==> config.mk <==
export PLATFORM = sky130hd
export DESIGN_NAME = rle_sprite_scaled_rect_emitter
export DESIGN_NICKNAME = d
export VERILOG_FILES = /design/src/rtl/rse_pkg.sv /design/src/rtl/rse_front.sv /design/src/rtl/rse_job_fifo.sv /design/src/rtl/rse_back.sv /design/src/rtl/rle_sprite_scaled_rect_emitter.sv
export VERILOG_INCLUDE_DIRS = /design/src /design/src/rtl
export SDC_FILE = /design/constraint.sdc
export NUM_CORES = 1
export LEC_CHECK = 0
export BUFFER_PORTS_ARGS = -buffer_cell sky130_fd_sc_hd__buf_2
export CAP_MARGIN = 20
export CORE_MARGIN = 10
export CORE_UTILIZATION = 40
export CTS_CLUSTER_SIZE = 28
export DETAILED_ROUTE_END_ITERATION = 8
export HOLD_SLACK_MARGIN = 0.02
export PLACE_DENSITY = 0.64
export SLEW_MARGIN = 20
export SYNTH_ARGS = -nofsm -noshare
export SYNTH_HDL_FRONTEND = slang
export SYNTH_SLANG_ARGS = --single-unit
==> constraint.sdc <==
create_clock -name clk_i -period 38.3 [get_ports clk_i]
set_clock_uncertainty 0.2 [all_clocks]
set_input_delay 3.83 -clock clk_i [delete_from_list [all_inputs] [get_ports clk_i]]
set_output_delay 3.83 -clock clk_i [all_outputs]
set_load 0.01 [all_outputs]
==> src/rtl/rle_sprite_scaled_rect_emitter_macros.svh <==
// Assertion macros for the RLE sprite rectangle emitter.
// Included by files that check their own logic; needs nothing else.
`ifndef RLE_SPRITE_SCALED_RECT_EMITTER_MACROS_SVH
`define RLE_SPRITE_SCALED_RECT_EMITTER_MACROS_SVH

// Implication checked in the same cycle.
`define RSE_ASSERT_NOW(label, clk, rst_n, ante, cons) \
  label: assert property (@(posedge clk) disable iff (!rst_n) (ante) |-> (cons)) \
    else $error("assertion failed");

// Implication checked in the next cycle.
`define RSE_ASSERT_NEXT(label, clk, rst_n, ante, cons) \
  label: assert property (@(posedge clk) disable iff (!rst_n) (ante) |=> (cons)) \
    else $error("assertion failed");

`endif

==> src/rtl/rse_pkg.sv <==
// Shared constants, types and codes of the RLE sprite rectangle emitter.
// Depends on nothing; used by every RTL module of the block.
`default_nettype none

package rse_pkg;

  // Fixed design limits and scale factor.
  localparam int unsigned MAX_SPRITE_WIDTH  = 256;
  localparam int unsigned MAX_SPRITE_HEIGHT = 64;
  localparam int unsigned MAX_CANVAS        = 1024;
  localparam int unsigned SCALE             = 3;
  localparam int unsigned JOB_DEPTH         = 2;

  // Port widths.
  localparam int unsigned COLOR_W    = 16;
  localparam int unsigned LEN_W      = 16;
  localparam int unsigned CFG_SW_W   = 9;
  localparam int unsigned CFG_SH_W   = 7;
  localparam int unsigned CFG_CV_W   = 11;
  localparam int unsigned CFG_VOFF_W = 16;
  localparam int unsigned CFG_IDX_W  = 3;
  localparam int unsigned CFG_DATA_W = 16;
  localparam int unsigned RX_W       = 10;
  localparam int unsigned RY_W       = 10;
  localparam int unsigned RW_W       = 11;
  localparam int unsigned RH_W       = 2;

  // Internal widths.
  localparam int unsigned SW_W    = $clog2(MAX_SPRITE_WIDTH + 1);
  localparam int unsigned SH_W    = $clog2(MAX_SPRITE_HEIGHT + 1);
  localparam int unsigned CV_W    = $clog2(MAX_CANVAS + 1);
  localparam int unsigned SX_W    = (MAX_SPRITE_WIDTH > 1) ? $clog2(MAX_SPRITE_WIDTH) : 1;
  localparam int unsigned SY_W    = (MAX_SPRITE_HEIGHT > 1) ? $clog2(MAX_SPRITE_HEIGHT) : 1;
  localparam int unsigned TOTAL_W = $clog2(MAX_SPRITE_WIDTH * MAX_SPRITE_HEIGHT + 1);
  localparam int unsigned POS_W   = 15;
  localparam int unsigned LEFT_W  = 13;
  localparam int unsigned TOP_W   = 19;
  localparam int unsigned X_W     = 14;
  localparam int unsigned Y_W     = 20;

  // Row divider: DIV_STEP quotient bits per cycle.
  localparam int unsigned DIV_W    = 16;
  localparam int unsigned DIV_STEP = 4;
  localparam int unsigned DIV_CYC  = DIV_W / DIV_STEP;
  localparam int unsigned DIV_CNT_W = (DIV_CYC > 1) ? $clog2(DIV_CYC) : 1;
  localparam int unsigned REM_W    = SW_W + 1;

  typedef enum logic [CFG_IDX_W-1:0] {
    CFG_SPRITE_WIDTH      = 3'd0,
    CFG_SPRITE_HEIGHT     = 3'd1,
    CFG_CANVAS_WIDTH      = 3'd2,
    CFG_CANVAS_HEIGHT     = 3'd3,
    CFG_VERTICAL_OFFSET   = 3'd4,
    CFG_TRANSPARENT_COLOR = 3'd5
  } cfg_idx_e;

  typedef enum logic [1:0] {
    F_IDLE,
    F_EVAL,
    F_DIV,
    F_PUSH
  } front_state_e;

  // Clamped and precomputed configuration.
  typedef struct packed {
    logic [SW_W-1:0]          sw;
    logic [SH_W-1:0]          sh;
    logic [CV_W-1:0]          cw;
    logic [CV_W-1:0]          ch;
    logic [TOTAL_W-1:0]       total;
    logic signed [LEFT_W-1:0] left;
    logic signed [TOP_W-1:0]  top;
    logic [COLOR_W-1:0]       key;
  } cfg_t;

  // One opaque run, already placed in source rows.
  typedef struct packed {
    logic [COLOR_W-1:0] color;
    logic [SX_W-1:0]    sx;
    logic [SY_W-1:0]    sy;
    logic [TOTAL_W-1:0] count;
  } job_t;

  typedef struct packed {
    logic [RX_W-1:0]    x;
    logic [RY_W-1:0]    y;
    logic [RW_W-1:0]    w;
    logic [RH_W-1:0]    h;
    logic [COLOR_W-1:0] color;
  } rect_t;

endpackage

`default_nettype wire

==> src/rtl/rse_front.sv <==
// Front end: accepts runs, tracks the pixel position and locates opaque runs.
// Uses rse_pkg; feeds jobs into rse_job_fifo.
`default_nettype none

module rse_front (
  input  logic                         clk_i,
  input  logic                         rst_ni,
  input  logic                         push_i,
  output logic                         full_o,
  input  logic [rse_pkg::COLOR_W-1:0]  run_color_i,
  input  logic [rse_pkg::LEN_W-1:0]    run_length_i,
  input  logic                         frame_start_i,
  input  rse_pkg::cfg_t                cfg_i,
  input  logic                         job_full_i,
  output logic                         job_push_o,
  output rse_pkg::job_t                job_o
);

  localparam int unsigned DIV_W   = rse_pkg::DIV_W;
  localparam int unsigned REM_W   = rse_pkg::REM_W;
  localparam int unsigned POS_W   = rse_pkg::POS_W;
  localparam int unsigned TOTAL_W = rse_pkg::TOTAL_W;
  localparam int unsigned CNT_W   = rse_pkg::DIV_CNT_W;

  rse_pkg::front_state_e state_q, state_d;

  logic [rse_pkg::COLOR_W-1:0] color_q;
  logic [rse_pkg::LEN_W-1:0]   len_q;
  logic                        fs_q;
  logic [POS_W-1:0]            pos_q, pos_d;
  logic [DIV_W-1:0]            dvd_q, dvd_d, quo_q, quo_d;
  logic [REM_W-1:0]            rmd_q, rmd_d;
  logic [CNT_W-1:0]            cnt_q;
  logic [TOTAL_W-1:0]          count_q;

  logic [POS_W-1:0]   pos_eff;
  logic               in_range;
  logic [TOTAL_W-1:0] left_px;
  logic [TOTAL_W-1:0] count;
  logic               opaque;
  logic               div_done;

  // Run evaluation.
  always_comb begin
    pos_eff  = fs_q ? '0 : pos_q;
    in_range = 32'(pos_eff) < 32'(cfg_i.total);
    left_px  = cfg_i.total - TOTAL_W'(pos_eff);
    count    = (32'(len_q) < 32'(left_px)) ? TOTAL_W'(len_q) : left_px;
    opaque   = in_range && (count != '0) && (color_q != cfg_i.key);
  end

  // Restoring divider, DIV_STEP quotient bits per cycle: pos / sprite width.
  always_comb begin
    rmd_d = rmd_q;
    dvd_d = dvd_q;
    quo_d = quo_q;
    for (int k = 0; k < int'(rse_pkg::DIV_STEP); k++) begin
      rmd_d = {rmd_d[REM_W-2:0], dvd_d[DIV_W-1]};
      dvd_d = {dvd_d[DIV_W-2:0], 1'b0};
      if (rmd_d >= REM_W'(cfg_i.sw)) begin
        rmd_d = rmd_d - REM_W'(cfg_i.sw);
        quo_d = {quo_d[DIV_W-2:0], 1'b1};
      end else begin
        quo_d = {quo_d[DIV_W-2:0], 1'b0};
      end
    end
  end

  assign div_done = (cnt_q == CNT_W'(rse_pkg::DIV_CYC - 1));

  // Next state.
  always_comb begin
    state_d = state_q;
    case (state_q)
      rse_pkg::F_IDLE: if (push_i) state_d = rse_pkg::F_EVAL;
      rse_pkg::F_EVAL: state_d = opaque ? rse_pkg::F_DIV : rse_pkg::F_IDLE;
      rse_pkg::F_DIV:  if (div_done) state_d = rse_pkg::F_PUSH;
      rse_pkg::F_PUSH: if (!job_full_i) state_d = rse_pkg::F_IDLE;
      default:         state_d = rse_pkg::F_IDLE;
    endcase
  end

  // Outputs.
  always_comb begin
    full_o     = (state_q != rse_pkg::F_IDLE);
    job_push_o = (state_q == rse_pkg::F_PUSH) && !job_full_i;
    job_o.color = color_q;
    job_o.sx    = rmd_q[rse_pkg::SX_W-1:0];
    job_o.sy    = quo_q[rse_pkg::SY_W-1:0];
    job_o.count = count_q;
  end

  // The position moves on as soon as the run is evaluated.
  always_comb begin
    pos_d = pos_q;
    if (state_q == rse_pkg::F_EVAL) begin
      pos_d = in_range ? POS_W'(32'(pos_eff) + 32'(count)) : pos_eff;
    end
  end

  always_ff @(posedge clk_i or negedge rst_ni) begin
    if (!rst_ni) begin
      state_q <= rse_pkg::F_IDLE;
      pos_q   <= '0;
      cnt_q   <= '0;
    end else begin
      state_q <= state_d;
      pos_q   <= pos_d;
      if (state_q == rse_pkg::F_DIV) begin
        cnt_q <= cnt_q + CNT_W'(1);
      end else begin
        cnt_q <= '0;
      end
    end
  end

  always_ff @(posedge clk_i) begin
    if (state_q == rse_pkg::F_IDLE && push_i) begin
      color_q <= run_color_i;
      len_q   <= run_length_i;
      fs_q    <= frame_start_i;
    end
    if (state_q == rse_pkg::F_EVAL) begin
      dvd_q   <= DIV_W'(pos_eff);
      quo_q   <= '0;
      rmd_q   <= '0;
      count_q <= count;
    end else if (state_q == rse_pkg::F_DIV) begin
      dvd_q <= dvd_d;
      quo_q <= quo_d;
      rmd_q <= rmd_d;
    end
  end

endmodule

`default_nettype wire

==> src/rtl/rse_job_fifo.sv <==
// Short job queue between the front and back ends.
// Uses rse_pkg for the job type.
`default_nettype none

module rse_job_fifo #(
  parameter int unsigned DEPTH = rse_pkg::JOB_DEPTH
) (
  input  logic          clk_i,
  input  logic          rst_ni,
  input  logic          push_i,
  input  rse_pkg::job_t data_i,
  output logic          full_o,
  input  logic          pop_i,
  output rse_pkg::job_t data_o,
  output logic          empty_o
);

  localparam int unsigned PTR_W = (DEPTH > 1) ? $clog2(DEPTH) : 1;
  localparam int unsigned CNT_W = $clog2(DEPTH + 1);

  rse_pkg::job_t    mem_q [DEPTH];
  logic [PTR_W-1:0] wr_q, rd_q;
  logic [CNT_W-1:0] cnt_q;
  logic             do_push, do_pop;

  assign full_o  = (cnt_q == CNT_W'(DEPTH));
  assign empty_o = (cnt_q == '0);
  assign do_push = push_i && !full_o;
  assign do_pop  = pop_i && !empty_o;
  assign data_o  = mem_q[rd_q];

  always_ff @(posedge clk_i or negedge rst_ni) begin
    if (!rst_ni) begin
      wr_q  <= '0;
      rd_q  <= '0;
      cnt_q <= '0;
    end else begin
      if (do_push) begin
        wr_q <= (wr_q == PTR_W'(DEPTH - 1)) ? '0 : wr_q + PTR_W'(1);
      end
      if (do_pop) begin
        rd_q <= (rd_q == PTR_W'(DEPTH - 1)) ? '0 : rd_q + PTR_W'(1);
      end
      if (do_push && !do_pop) begin
        cnt_q <= cnt_q + CNT_W'(1);
      end else if (do_pop && !do_push) begin
        cnt_q <= cnt_q - CNT_W'(1);
      end
    end
  end

  always_ff @(posedge clk_i) begin
    if (do_push) begin
      mem_q[wr_q] <= data_i;
    end
  end

endmodule

`default_nettype wire

==> src/rtl/rse_back.sv <==
// Back end: walks a job one source row per cycle while its output is not stalled, and emits clipped rectangles.
// Uses rse_pkg; takes jobs from rse_job_fifo.
`default_nettype none

module rse_back (
  input  logic                        clk_i,
  input  logic                        rst_ni,
  input  rse_pkg::cfg_t               cfg_i,
  input  logic                        job_empty_i,
  input  rse_pkg::job_t               job_i,
  output logic                        job_pop_o,
  output logic                        empty_o,
  input  logic                        pop_i,
  output rse_pkg::rect_t              rect_o,
  output logic                        last_o
);

  localparam int unsigned X_W     = rse_pkg::X_W;
  localparam int unsigned Y_W     = rse_pkg::Y_W;
  localparam int unsigned SW_W    = rse_pkg::SW_W;
  localparam int unsigned SX_W    = rse_pkg::SX_W;
  localparam int unsigned SY_W    = rse_pkg::SY_W;
  localparam int unsigned TOTAL_W = rse_pkg::TOTAL_W;

  logic                        active_q;
  logic [SX_W-1:0]             sx_q;
  logic [SY_W-1:0]             sy_q;
  logic [TOTAL_W-1:0]          rem_q;
  logic [rse_pkg::COLOR_W-1:0] color_q;
  logic                        pend_valid_q;
  rse_pkg::rect_t              pend_q;
  logic                        out_valid_q;
  rse_pkg::rect_t              out_q;
  logic                        out_last_q;

  logic [SW_W-1:0]       sw_left, piece;
  logic [TOTAL_W-1:0]    rem_next;
  logic signed [X_W-1:0] x0, x1, x0c, x1c, cw_s, w_full;
  logic signed [Y_W-1:0] y0, y1, y0c, y1c, ch_s, h_full;
  logic                  vis;
  rse_pkg::rect_t        row_rect;
  logic                  out_free, step_ok, flush, take_job, load_out;

  // Piece of the current source row and its place on the canvas.
  always_comb begin
    sw_left  = cfg_i.sw - SW_W'(sx_q);
    piece    = (rem_q < TOTAL_W'(sw_left)) ? SW_W'(rem_q) : sw_left;
    rem_next = rem_q - TOTAL_W'(piece);
    cw_s = X_W'(cfg_i.cw);
    ch_s = Y_W'(cfg_i.ch);
    x0 = X_W'(cfg_i.left) + X_W'(sx_q) * X_W'(rse_pkg::SCALE);
    x1 = x0 + X_W'(piece) * X_W'(rse_pkg::SCALE);
    y0 = Y_W'(cfg_i.top) + Y_W'(sy_q) * Y_W'(rse_pkg::SCALE);
    y1 = y0 + Y_W'(rse_pkg::SCALE);
    x0c = (x0 < 0) ? '0 : x0;
    y0c = (y0 < 0) ? '0 : y0;
    x1c = (x1 > cw_s) ? cw_s : x1;
    y1c = (y1 > ch_s) ? ch_s : y1;
    vis = (x1c > x0c) && (y1c > y0c);
    w_full = x1c - x0c;
    h_full = y1c - y0c;
    row_rect.x     = x0c[rse_pkg::RX_W-1:0];
    row_rect.y     = y0c[rse_pkg::RY_W-1:0];
    row_rect.w     = w_full[rse_pkg::RW_W-1:0];
    row_rect.h     = h_full[rse_pkg::RH_W-1:0];
    row_rect.color = color_q;
  end

  // A visible rectangle waits in the pending slot until the next visible one
  // or the end of the run shows whether it is the last of its run.
  always_comb begin
    out_free = !out_valid_q || pop_i;
    step_ok  = active_q && !(vis && pend_valid_q && !out_free);
    flush    = !active_q && pend_valid_q && out_free;
    take_job = !active_q && !pend_valid_q && !job_empty_i;
    load_out = (step_ok && vis && pend_valid_q) || flush;
  end

  assign job_pop_o = take_job;
  assign empty_o   = !out_valid_q;
  assign rect_o    = out_q;
  assign last_o    = out_last_q;

  always_ff @(posedge clk_i or negedge rst_ni) begin
    if (!rst_ni) begin
      active_q     <= 1'b0;
      pend_valid_q <= 1'b0;
      out_valid_q  <= 1'b0;
    end else begin
      if (take_job) begin
        active_q <= 1'b1;
      end else if (step_ok && rem_next == '0) begin
        active_q <= 1'b0;
      end
      if (step_ok && vis) begin
        pend_valid_q <= 1'b1;
      end else if (flush) begin
        pend_valid_q <= 1'b0;
      end
      if (load_out) begin
        out_valid_q <= 1'b1;
      end else if (pop_i) begin
        out_valid_q <= 1'b0;
      end
    end
  end

  always_ff @(posedge clk_i) begin
    if (take_job) begin
      sx_q    <= job_i.sx;
      sy_q    <= job_i.sy;
      rem_q   <= job_i.count;
      color_q <= job_i.color;
    end else if (step_ok) begin
      sx_q  <= '0;
      sy_q  <= sy_q + SY_W'(1);
      rem_q <= rem_next;
    end
    if (load_out) begin
      out_q      <= pend_q;
      out_last_q <= flush;
    end
    if (step_ok && vis) begin
      pend_q <= row_rect;
    end
  end

endmodule

`default_nettype wire

==> src/rtl/rle_sprite_scaled_rect_emitter.sv <==
// RLE sprite run to scaled fill-rectangle emitter, top level.
// Uses rse_pkg, rse_front, rse_job_fifo, rse_back and the assertion macros.
//
// Usage: runs (color, length, frame_start) enter through a queue-style port:
// an item is taken on a clock edge with push high and full low. Rectangles
// leave through a second queue-style port: the oldest one sits on the rect_*
// ports while empty is low and is taken on an edge with pop high.
// Configuration is to be written through cfg_we_i / cfg_index_i / cfg_wdata_i
// by the user only while the block is idle; the block does not enforce this.
// Indexes past the register list are ignored. The front end evaluates each
// run and drops an empty, transparent or out-of-sprite one; an opaque run
// goes through the row/column divider (4 quotient bits per cycle) and is
// handed on as a job. Full stays high until the front end is done with a run.
// The back end takes a job, walks its source rows and then closes the run.
// A job queue of JOB_DEPTH entries sits between the two ends. When the
// receiver stalls, the back end stops and the queue fills, after which full
// stays high. Reset clears the pixel position, the queues and the registers
// to their defaults (sprite 1x1, canvas 320x240, offset 0, key color 0).
`default_nettype none
`include "rle_sprite_scaled_rect_emitter_macros.svh"

module rle_sprite_scaled_rect_emitter #(
  parameter int unsigned JOB_DEPTH = rse_pkg::JOB_DEPTH
) (
  input  logic                           clk_i,
  input  logic                           rst_ni,
  input  logic                           cfg_we_i,
  input  logic [rse_pkg::CFG_IDX_W-1:0]  cfg_index_i,
  input  logic [rse_pkg::CFG_DATA_W-1:0] cfg_wdata_i,
  input  logic                           push,
  output logic                           full,
  input  logic [rse_pkg::COLOR_W-1:0]    run_color_i,
  input  logic [rse_pkg::LEN_W-1:0]      run_length_i,
  input  logic                           frame_start_i,
  output logic                           empty,
  input  logic                           pop,
  output logic [rse_pkg::RX_W-1:0]       rect_x_o,
  output logic [rse_pkg::RY_W-1:0]       rect_y_o,
  output logic [rse_pkg::RW_W-1:0]       rect_width_o,
  output logic [rse_pkg::RH_W-1:0]       rect_height_o,
  output logic [rse_pkg::COLOR_W-1:0]    rect_color_o,
  output logic                           last_of_run_o
);

  localparam int unsigned SW_W   = rse_pkg::SW_W;
  localparam int unsigned SH_W   = rse_pkg::SH_W;
  localparam int unsigned CV_W   = rse_pkg::CV_W;
  localparam int unsigned LEFT_W = rse_pkg::LEFT_W;
  localparam int unsigned TOP_W  = rse_pkg::TOP_W;
  localparam int unsigned VOFF_W = rse_pkg::CFG_VOFF_W;

  logic [rse_pkg::CFG_SW_W-1:0] sprite_width_q;
  logic [rse_pkg::CFG_SH_W-1:0] sprite_height_q;
  logic [rse_pkg::CFG_CV_W-1:0] canvas_width_q;
  logic [rse_pkg::CFG_CV_W-1:0] canvas_height_q;
  logic [VOFF_W-1:0]            vertical_offset_q;
  logic [rse_pkg::COLOR_W-1:0]  transparent_color_q;

  rse_pkg::cfg_t       cfg_d, cfg_q;
  logic [LEFT_W-1:0]   span, span_adj;
  rse_pkg::job_t       fe_job, be_job;
  logic                job_push, job_full, job_pop, job_empty;
  rse_pkg::rect_t      rect;

  always_ff @(posedge clk_i or negedge rst_ni) begin
    if (!rst_ni) begin
      sprite_width_q      <= rse_pkg::CFG_SW_W'(1);
      sprite_height_q     <= rse_pkg::CFG_SH_W'(1);
      canvas_width_q      <= rse_pkg::CFG_CV_W'(320);
      canvas_height_q     <= rse_pkg::CFG_CV_W'(240);
      vertical_offset_q   <= '0;
      transparent_color_q <= '0;
    end else if (cfg_we_i) begin
      case (cfg_index_i)
        rse_pkg::CFG_SPRITE_WIDTH:
          sprite_width_q <= cfg_wdata_i[rse_pkg::CFG_SW_W-1:0];
        rse_pkg::CFG_SPRITE_HEIGHT:
          sprite_height_q <= cfg_wdata_i[rse_pkg::CFG_SH_W-1:0];
        rse_pkg::CFG_CANVAS_WIDTH:
          canvas_width_q <= cfg_wdata_i[rse_pkg::CFG_CV_W-1:0];
        rse_pkg::CFG_CANVAS_HEIGHT:
          canvas_height_q <= cfg_wdata_i[rse_pkg::CFG_CV_W-1:0];
        rse_pkg::CFG_VERTICAL_OFFSET:
          vertical_offset_q <= cfg_wdata_i[VOFF_W-1:0];
        rse_pkg::CFG_TRANSPARENT_COLOR:
          transparent_color_q <= cfg_wdata_i[rse_pkg::COLOR_W-1:0];
        default: ;
      endcase
    end
  end

  // Clamped sizes, pixel count and the sprite's placement on the canvas.
  always_comb begin
    if (sprite_width_q == '0) begin
      cfg_d.sw = SW_W'(1);
    end else if (32'(sprite_width_q) > rse_pkg::MAX_SPRITE_WIDTH) begin
      cfg_d.sw = SW_W'(rse_pkg::MAX_SPRITE_WIDTH);
    end else begin
      cfg_d.sw = SW_W'(sprite_width_q);
    end
    if (sprite_height_q == '0) begin
      cfg_d.sh = SH_W'(1);
    end else if (32'(sprite_height_q) > rse_pkg::MAX_SPRITE_HEIGHT) begin
      cfg_d.sh = SH_W'(rse_pkg::MAX_SPRITE_HEIGHT);
    end else begin
      cfg_d.sh = SH_W'(sprite_height_q);
    end
    if (canvas_width_q == '0) begin
      cfg_d.cw = CV_W'(1);
    end else if (32'(canvas_width_q) > rse_pkg::MAX_CANVAS) begin
      cfg_d.cw = CV_W'(rse_pkg::MAX_CANVAS);
    end else begin
      cfg_d.cw = CV_W'(canvas_width_q);
    end
    if (canvas_height_q == '0) begin
      cfg_d.ch = CV_W'(1);
    end else if (32'(canvas_height_q) > rse_pkg::MAX_CANVAS) begin
      cfg_d.ch = CV_W'(rse_pkg::MAX_CANVAS);
    end else begin
      cfg_d.ch = CV_W'(canvas_height_q);
    end
    cfg_d.total = rse_pkg::TOTAL_W'(cfg_d.sw) * rse_pkg::TOTAL_W'(cfg_d.sh);
    // Halving that rounds toward zero: add one to negative values first.
    span     = LEFT_W'(cfg_d.cw) - LEFT_W'(cfg_d.sw) * LEFT_W'(rse_pkg::SCALE);
    span_adj = span + LEFT_W'(span[LEFT_W-1]);
    cfg_d.left = {span_adj[LEFT_W-1], span_adj[LEFT_W-1:1]};
    cfg_d.top  = TOP_W'(cfg_d.ch)
               + {{(TOP_W - VOFF_W){vertical_offset_q[VOFF_W-1]}}, vertical_offset_q}
               - TOP_W'(cfg_d.sh) * TOP_W'(rse_pkg::SCALE);
    cfg_d.key  = transparent_color_q;
  end

  always_ff @(posedge clk_i) begin
    cfg_q <= cfg_d;
  end

  rse_front u_front (
    .clk_i         (clk_i),
    .rst_ni        (rst_ni),
    .push_i        (push),
    .full_o        (full),
    .run_color_i   (run_color_i),
    .run_length_i  (run_length_i),
    .frame_start_i (frame_start_i),
    .cfg_i         (cfg_q),
    .job_full_i    (job_full),
    .job_push_o    (job_push),
    .job_o         (fe_job)
  );

  rse_job_fifo #(
    .DEPTH (JOB_DEPTH)
  ) u_job_fifo (
    .clk_i   (clk_i),
    .rst_ni  (rst_ni),
    .push_i  (job_push),
    .data_i  (fe_job),
    .full_o  (job_full),
    .pop_i   (job_pop),
    .data_o  (be_job),
    .empty_o (job_empty)
  );

  rse_back u_back (
    .clk_i       (clk_i),
    .rst_ni      (rst_ni),
    .cfg_i       (cfg_q),
    .job_empty_i (job_empty),
    .job_i       (be_job),
    .job_pop_o   (job_pop),
    .empty_o     (empty),
    .pop_i       (pop),
    .rect_o      (rect),
    .last_o      (last_of_run_o)
  );

  assign rect_x_o      = rect.x;
  assign rect_y_o      = rect.y;
  assign rect_width_o  = rect.w;
  assign rect_height_o = rect.h;
  assign rect_color_o  = rect.color;

  // The front end never hands a job to a full queue.
  `RSE_ASSERT_NOW(a_no_job_overflow, clk_i, rst_ni, job_push, !job_full)
  // A taken run keeps the front end busy in the following cycle.
  `RSE_ASSERT_NEXT(a_busy_after_take, clk_i, rst_ni, push && !full, full)
  // Every rectangle shown has a real area.
  `RSE_ASSERT_NOW(a_rect_nonempty, clk_i, rst_ni, !empty,
                  rect_width_o != '0 && rect_height_o != '0)

endmodule

`default_nettype wire

==> qor.csv, run 1 <==
stage;metric;value;unit
detailed_routing;drt initial violations;1182;
critical_path;R2R cell count;52;
clock_tree;CTS Buf Count;52;
sta;final hold viol count;0;
worst_hold_path;hold path endpoint;cfg_q[15];
global_route;first-pass GRT wire length;113000;um
sta;fin crit share;29.5;%
global_route;largest net degree at the start of global routing;68;
synthesis;Syn Nets;3209;
sta;Slew @ Worst Pin;1.07;ns
sta;Setup Viol. Count Final;0;
synthesis;Mapped Avg Cell Area;10.8;sq um
placed_design;number of port buffers;108;
synthesis;top_reg_cell synth;edfxtp_1;
worst_hold_path;Hold Path Depth;0;
clock_tree;Skew-Pair Late Insertion Delay;0.62;ns
clock_tree;clock slew at reported path FFs;0.06;ns
die;DIE HEIGHT;295;um
critical_path;cell mode on critical path;a21oi_1;
worst_hold_path;worst hold path startpoint;transparent_color_q[15];
synthesis;EDFF count, synth;297;
run;max-cap viol count;0;
critical_path;CP max-delay cell;o311ai_0;
critical_path;reg2reg setup slack;27.01;ns
synthesis;sequential area share after synthesis;44.6;%
detailed_routing;drt pass-1 iters;5;
clock_tree;post-cts resize count;0;
synthesis;Synth area leaders;edfxtp_1 29%, ha_1 12%, dfrtp_1 7.3%;
global_route;vias in the first global route;20000;
clock_tree;CTS sink count;501;
die;Cell Rows;100;
sta;Slew Limit Fails;0;
detailed_routing;remaining antenna violation count;0;
clock_tree;post-CTS setup buffers;0;
critical_path;Worst EP required;38.36;ns
final_layout;Final Net Count;3336;
synthesis;largest family of logic cells by synthesized area;adder cells;
detailed_routing;drt wl/cell;18.1;um
critical_path;critical path arrival;11.34;ns
sta;Worst slew margin;28.7;%
synthesis;Synth warnings;0;
global_route;GRT Resource Usage Total;16.3;%
sta;Tmin final;11.29;ns
final_layout;Finished Core Util;45.1;%
detailed_routing;WL final;71200;um
die;die extent in x;295;um
synthesis;Synth Instances;2806;
synthesis;dominant cell type by area after synthesis;edfxtp_1;
synthesis;commonest cells in the synthesized netlist;297 x edfxtp_1, 280 x ha_1, 274 x inv_1;
clock_tree;CTS tree;built;
final_layout;fill count;6922;
placed_design;GPL Wtd Cong;0.878;
synthesis;adder-cell area share of the yosys netlist;16.1;%
critical_path;Critical Path Source;cfg_q[92];
die;Core Area;74700;sq um
synthesis;Synth top area share;29.5;%
synthesis;count leader, synth;edfxtp_1;
worst_hold_path;Hold Crit Class;reg -> reg;
critical_path;CP max FO;29;
synthesis;simple-gate share of the synthesized area;11.5;%
final_layout;Layout area overhead;11.5;%
global_route;initial antenna violation count;1;
die;initial core utilization;40.5;%
run_status;status;complete, no violations;
clock_tree;Root Buffer;clkbuf_16;
placed_design;hpwl dp;55500;um
global_route;GRT Residual Overflow;0;
sta;RSZ-0062 raised after global routing;no;
synthesis;Compound-Gate Fraction of Synth Area;11.5;%
clock_tree;clk buf depth;3;
clock_tree;number of buffers inserted by hold repair at cts;0;
critical_path;Worst Setup End Kind;register;
clock_tree;CTS H-tree depth;2;
critical_path;CP Class;reg -> reg;
sta;highest clock rate;0.0886;GHz
synthesis;Synth cell types;90;
critical_path;r2r endpoint;u_back.rem_q[4];
final_layout;fraction of layout cells with a size suffix above 1;13.0;%
detailed_routing;routed via count;20600;
synthesis;XOR/XNOR Fraction of Synth Area;5.79;%
synthesis;Mapped Area;30300;sq um
detailed_routing;DRC;0;
detailed_routing;vias per cell;5.21;
die;Die ar.;87000;sq um
final_layout;multi-input logic area;15500;sq um
final_layout;number of diodes;0;
critical_path;Largest stage delay, worst path;0.54;ns
critical_path;CP delay by family, top;compound AO/OA/AOI/OAI gates;
critical_path;Buf+Inv Stages, Crit Path;8;
synthesis;synthesis-stage register bit count;501;
synthesis;mux share of post-synthesis cell area;6.23;%
critical_path;Worst R2R Start;cfg_q[92];
synthesis;Async S/R FF share, synth;19.2;%
final_layout;Reg area;13500;sq um
sta;setup TNS;0;ns
die;top-level port count;109;
critical_path;nature of the critical path startpoint;register;
-- sequential cells by signal (all words and copies together) (netlist names), 2 cells and up, named ones only --
| register | cells |
|---|---|
| canvas_height_q | 11 |
| canvas_width_q | 11 |
| cfg_q | 92 |
| sprite_height_q | 7 |
| sprite_width_q | 9 |
| transparent_color_q | 16 |
| u_back.color_q | 16 |
| u_back.pend_q | 49 |
| u_back.rect_o | 49 |
| u_back.rem_q | 15 |
| u_back.sx_q | 8 |
| u_back.sy_q | 6 |
| u_front.cnt_q | 2 |
| u_front.color_q | 16 |
| u_front.count_q | 15 |
| u_front.dvd_q | 16 |
| u_front.len_q | 16 |
| u_front.pos_q | 15 |
| u_front.quo_q | 6 |
| u_front.rmd_q | 9 |
| u_job_fifo.cnt_q | 2 |
| u_job_fifo.mem_q | 90 |
| vertical_offset_q | 16 |
-- cells in the final DEF, fill, tap and decap left out, types with 108 or more instances in the layout --
| master | Yosys | routed |
|---|---|---|
| o21ai_0 | 114 | 114 |
| mux2_2 | 114 | 114 |
| nand2_1 | 192 | 192 |
| xnor2_1 | 147 | 147 |
| ha_1 | 280 | 279 |
| dfxtp_1 | 108 | 108 |
| edfxtp_1 | 297 | 297 |
| a21oi_1 | 157 | 157 |
| inv_1 | 274 | 274 |
| nor2_1 | 178 | 175 |
-- routing by layer --
metal,global-route usage (%),part of all wire (%),vias to the layer above
met5,0,0,-
met4,4.57,2.2,0
met3,2.95,5.6,87
met2,25.1,43,421
met1,23.4,49,9829
li1,-,-,10200
-- stage by stage --
step           instances  worst slack [ns]  cell area, sq um  hold slack, ns
2_1_floorplan       2806             25.05             30300           0.142
3_3_place_gp        3848             27.31             32000           0.152
3_5_place_dp        3848             27.07             32000           0.152
4_1_cts             3945             27.02             33700           0.138
5_1_grt             3945             25.91             33700           0.139
6_report            3945             27.01             33700           0.141
-- logic make-up (layout without fill, tap and decap cells) --
family	count (synthesis)	in the layout
compound gates	535	535
xor+xnor	199	199
fa+ha+maj	350	350
buf+inv	345	515
flops	501	501
mux	173	173
simple gates	703	703
-- worst reg2reg max path: cells and delay by family, from the launching register on --
| family | cells | cell delay (ns) |
|---|---|---|
| AO/OA/AOI/OAI | 21 | 4.25 |
| XOR/XNOR | 3 | 0.57 |
| adder cells (fa/ha/maj) | 9 | 2.56 |
| buffers and inverters | 8 | 1.33 |
| flip-flops | 1 | 0.37 |
| multiplexers | 1 | 0.19 |
| AND/OR/NAND/NOR | 10 | 1.43 |
-- area by class of cell --
| type | count | share of cell area [%] |
|---|---|---|
| Clock buffer | 66 | 4.14 |
| Clock inverter | 31 | 0.824 |
| Inverter | 281 | 3.13 |
| Multi-Input combinational cell | 1960 | 46.0 |
| Sequential cell | 501 | 40.0 |
| Tap cell | 969 | 3.60 |
| Timing Repair Buffer | 137 | 2.26 |
-- worst max path at each step --
stage                             endpoint  cells after the start
final                      u_back.rem_q[4]                     52
after global routing       u_back.rem_q[4]                     50
after CTS                  u_back.rem_q[6]                     52
after detailed placement  u_back.rem_q[13]                     52
after global placement     u_back.rem_q[9]                     48
after floorplan              u_back.last_o                     44
Power of run 1 is left out: the tool's default activity adds up to more than one toggle a clock period on the data nets, which glitch-free logic cannot reach.
==> run 2: changes to the inputs <==
--- a/config.mk
+++ b/config.mk
@@ -13,7 +13,7 @@
 export CTS_CLUSTER_SIZE = 28
 export DETAILED_ROUTE_END_ITERATION = 8
 export HOLD_SLACK_MARGIN = 0.02
-export PLACE_DENSITY = 0.64
+export PLACE_DENSITY = 0.66
 export SLEW_MARGIN = 20
 export SYNTH_ARGS = -nofsm -noshare
 export SYNTH_HDL_FRONTEND = slang
==> constraint.sdc (replaced) <==
create_clock -name clk_i -period 10.3 [get_ports clk_i]
set_clock_uncertainty 0.2 [all_clocks]
set_input_delay 1.03 -clock clk_i [delete_from_list [all_inputs] [get_ports clk_i]]
set_output_delay 1.03 -clock clk_i [all_outputs]
set_load 0.01 [all_outputs]
==> run 2 against run 1 <==
Against the previous run:
- critical path type unchanged
- critical path depth decreased by 2
- global-route usage about the same
- worst hold slack improved by 0.024 ns
- non-clock buffer count increased by 39
- first-iteration DRC count increased by 3.4%
- core utilization increased by 0.89 points
- critical endpoint is now u_back.rect_o[16]
- flip-flop and latch count unchanged
- count of clock-buffer cells in the layout unchanged
- register-to-register slack got worse by 27 ns
- sequential share of layout area decreased by 0.77 points
- die area unchanged
==> qor.csv, run 2 (synthesis results as in run 1) <==
stage;metric;value;unit;change
run_status;status;complete, no violations;;unchanged
final_layout;register bank with the most flops;cfg_q;;unchanged
die;Core Area;74700;sq um;unchanged
final_layout;Final Net Count;3375;;was 3,336
sta;Slew Limit Fails;0;;unchanged
die;initial core utilization;40.5;%;unchanged
clock_tree;clock slew at reported path FFs;0.06;ns;about the same
sta;setup TNS;0;ns;unchanged
sta;fin crit share;95.1;%;was 29.5%
sta;Slew @ Worst Pin;1.10;ns;was 1.07 ns
critical_path;Buf+Inv Stages, Crit Path;8;;unchanged
die;Cell Rows;100;;unchanged
critical_path;cell mode on critical path;ha_1;;was a21oi_1
die;top-level port count;109;;unchanged
final_layout;most common cell after layout, fill and taps aside;edfxtp_1;;unchanged
critical_path;CP Class;reg -> reg;;unchanged
die;DIE HEIGHT;295;um;unchanged
sta;Tmin final;9.79;ns;was 11.29 ns
run;max-cap viol count;0;;unchanged
final_layout;number of diodes;0;;unchanged
sta;final hold viol count;0;;unchanged
detailed_routing;vias per cell;5.21;;about the same
clock_tree;CTS tree;built;;unchanged
sta;Setup Viol. Count Final;0;;unchanged
critical_path;critical path arrival;9.91;ns;was 11.34 ns
critical_path;nature of the critical path startpoint;register;;unchanged
detailed_routing;WL final;71800;um;was 71,200 um
placed_design;GPL Wtd Cong;0.886;;was 0.878
global_route;first-pass GRT wire length;113000;um;about the same
detailed_routing;remaining antenna violation count;0;;unchanged
global_route;vias in the first global route;20400;;was 20,000
clock_tree;number of buffers inserted by hold repair at cts;0;;unchanged
critical_path;Largest stage delay, worst path;0.42;ns;was 0.54 ns
global_route;largest net degree at the start of global routing;67;;was 68
placed_design;placed cells;3870;;was 3,848
detailed_routing;drt wl/cell;18.0;um;was 18.1 um
final_layout;fraction of layout cells with a size suffix above 1;15.0;%;was 13.0%
final_layout;largest registers;cfg_q x92, u_job_fifo.mem_q x90;;unchanged
placed_design;number of port buffers;108;;unchanged
critical_path;CP max FO;15;;was 29
final_layout;Non-Filler Instances;3984;;was 3,945
detailed_routing;drt initial violations;1222;;was 1,182
detailed_routing;routed via count;20700;;was 20,600
clock_tree;Root Buffer;clkbuf_16;;unchanged
clock_tree;clk buf depth;3;;unchanged
critical_path;CP max-delay cell;edfxtp_1;;was o311ai_0
detailed_routing;drt pass-1 iters;5;;unchanged
global_route;initial antenna violation count;2;;was 1
final_layout;max FFs per register;92;;unchanged
clock_tree;CTS Buf Count;51;;was 52
detailed_routing;DRC;0;;unchanged
final_layout;Layout area overhead;13.7;%;was 11.5%
die;die extent in x;295;um;unchanged
critical_path;CP delay by family, top;compound AO/OA/AOI/OAI gates;;unchanged
die;Die ar.;87000;sq um;unchanged
critical_path;Worst EP required;10.42;ns;was 38.36 ns
clock_tree;Skew-Pair Late Insertion Delay;0.62;ns;about the same
critical_path;Worst Setup End Kind;register;;unchanged
global_route;GRT Resource Usage Total;16.3;%;about the same
sta;Worst slew margin;26.8;%;was 28.7%
final_layout;commonest non-fill, non-tap cells in the layout;297 x edfxtp_1, 279 x ha_1, 273 x inv_1, 191 x nand2_1, 174 x nor2_1;;was 297 x edfxtp_1, 279 x ha_1, 274 x inv_1, 192 x nand2_1, 175 x nor2_1
placed_design;hpwl dp;55200;um;was 55,500 um
worst_hold_path;Hold Crit Class;reg -> reg;;unchanged
clock_tree;CTS sink count;501;;unchanged
clock_tree;CTS H-tree depth;2;;unchanged
global_route;GRT Residual Overflow;0;;unchanged
sta;highest clock rate;0.102;GHz;was 0.0886 GHz
[run 2: changes by cell type in the layout (fill, tap and decap cells not counted), moves of 3 or more]
cell | previous run | this run
buf_4 | 30 | 63
clkinv_2 | 12 | 6
clkinv_1 | 12 | 9
bufinv_16 | 2 | 9
a21oi_1 | 157 | 149
clkbuf_8 | 2 | 5
a21oi_2 | 0 | 6
buf_12 | 0 | 3
[run 2: worst reg2reg max path: cells and delay by family (launching register included)]
family,cells,cell delay [ns]
AO/OA/AOI/OAI,21,3.77
XOR/XNOR,3,0.44
adder cells (fa/ha/maj),6,1.52
multiplexers,1,0.34
buffers and inverters,8,1.29
AND/OR/NAND/NOR,11,1.53
flip-flops,1,0.42
[run 2: layout make-up]
class                   instances  area (sq um)
clock inverters                30           429
clock buffers                  66          1380
multi-input cells            1961         15700
inverters                     281          1060
well taps                     969          1210
repair buffers                176          1130
flip-flops and latches        501         13500
fillers                      6870         40300
[run 2: per-stage QoR]
| step | utilization [%] | area, sq um | hold WS, ns | setup WS [ns] |
|---|---|---|---|---|
| detailed placement | 43.2 | 32300 | 0.163 | -0.215 |
| CTS | 45.7 | 34100 | 0.154 | 0.0545 |
| floorplan | - | 30300 | 0.142 | 0.00230 |
| finish | 46.0 | 34400 | 0.164 | 0.506 |
| global route | 46.0 | 34400 | 0.163 | -0.0578 |
| global placement | 43.2 | 32300 | 0.154 | 0.0762 |
[run 2: final timing paths]
path	start	end	slack, ns	cells past startpoint
setup / recovery	u_back.sx_q[1]	u_back.rect_o[16]	0.51	50
hold / removal	transparent_color_q[15]	cfg_q[15]	0.16	0
setup reg to reg	u_back.sx_q[1]	u_back.rect_o[16]	0.51	50
hold reg to reg	transparent_color_q[15]	cfg_q[15]	0.16	0
max in group asynchronous	rst_ni	canvas_width_q[7]	8.41	2
min in group asynchronous	rst_ni	canvas_width_q[4]	0.20	1
[run 2: timing repair]
action / 4_1_cts / 5_1_grt
resized for setup: 1 / 30
setup buffers: 5 / 11
endpoints found under the setup margin: 128 / 132
pin swaps: 2 / 13
gates cloned: 1 / 1
[run 2: routing by layer]
layer | part of all wire, % | GRT usage, %
met1 | 49 | 23.5
met2 | 43 | 25.2
met3 | 5.7 | 2.75
met4 | 2.1 | 4.21
met5 | 0.011 | 0
Power of run 2 is left out for the same reason.
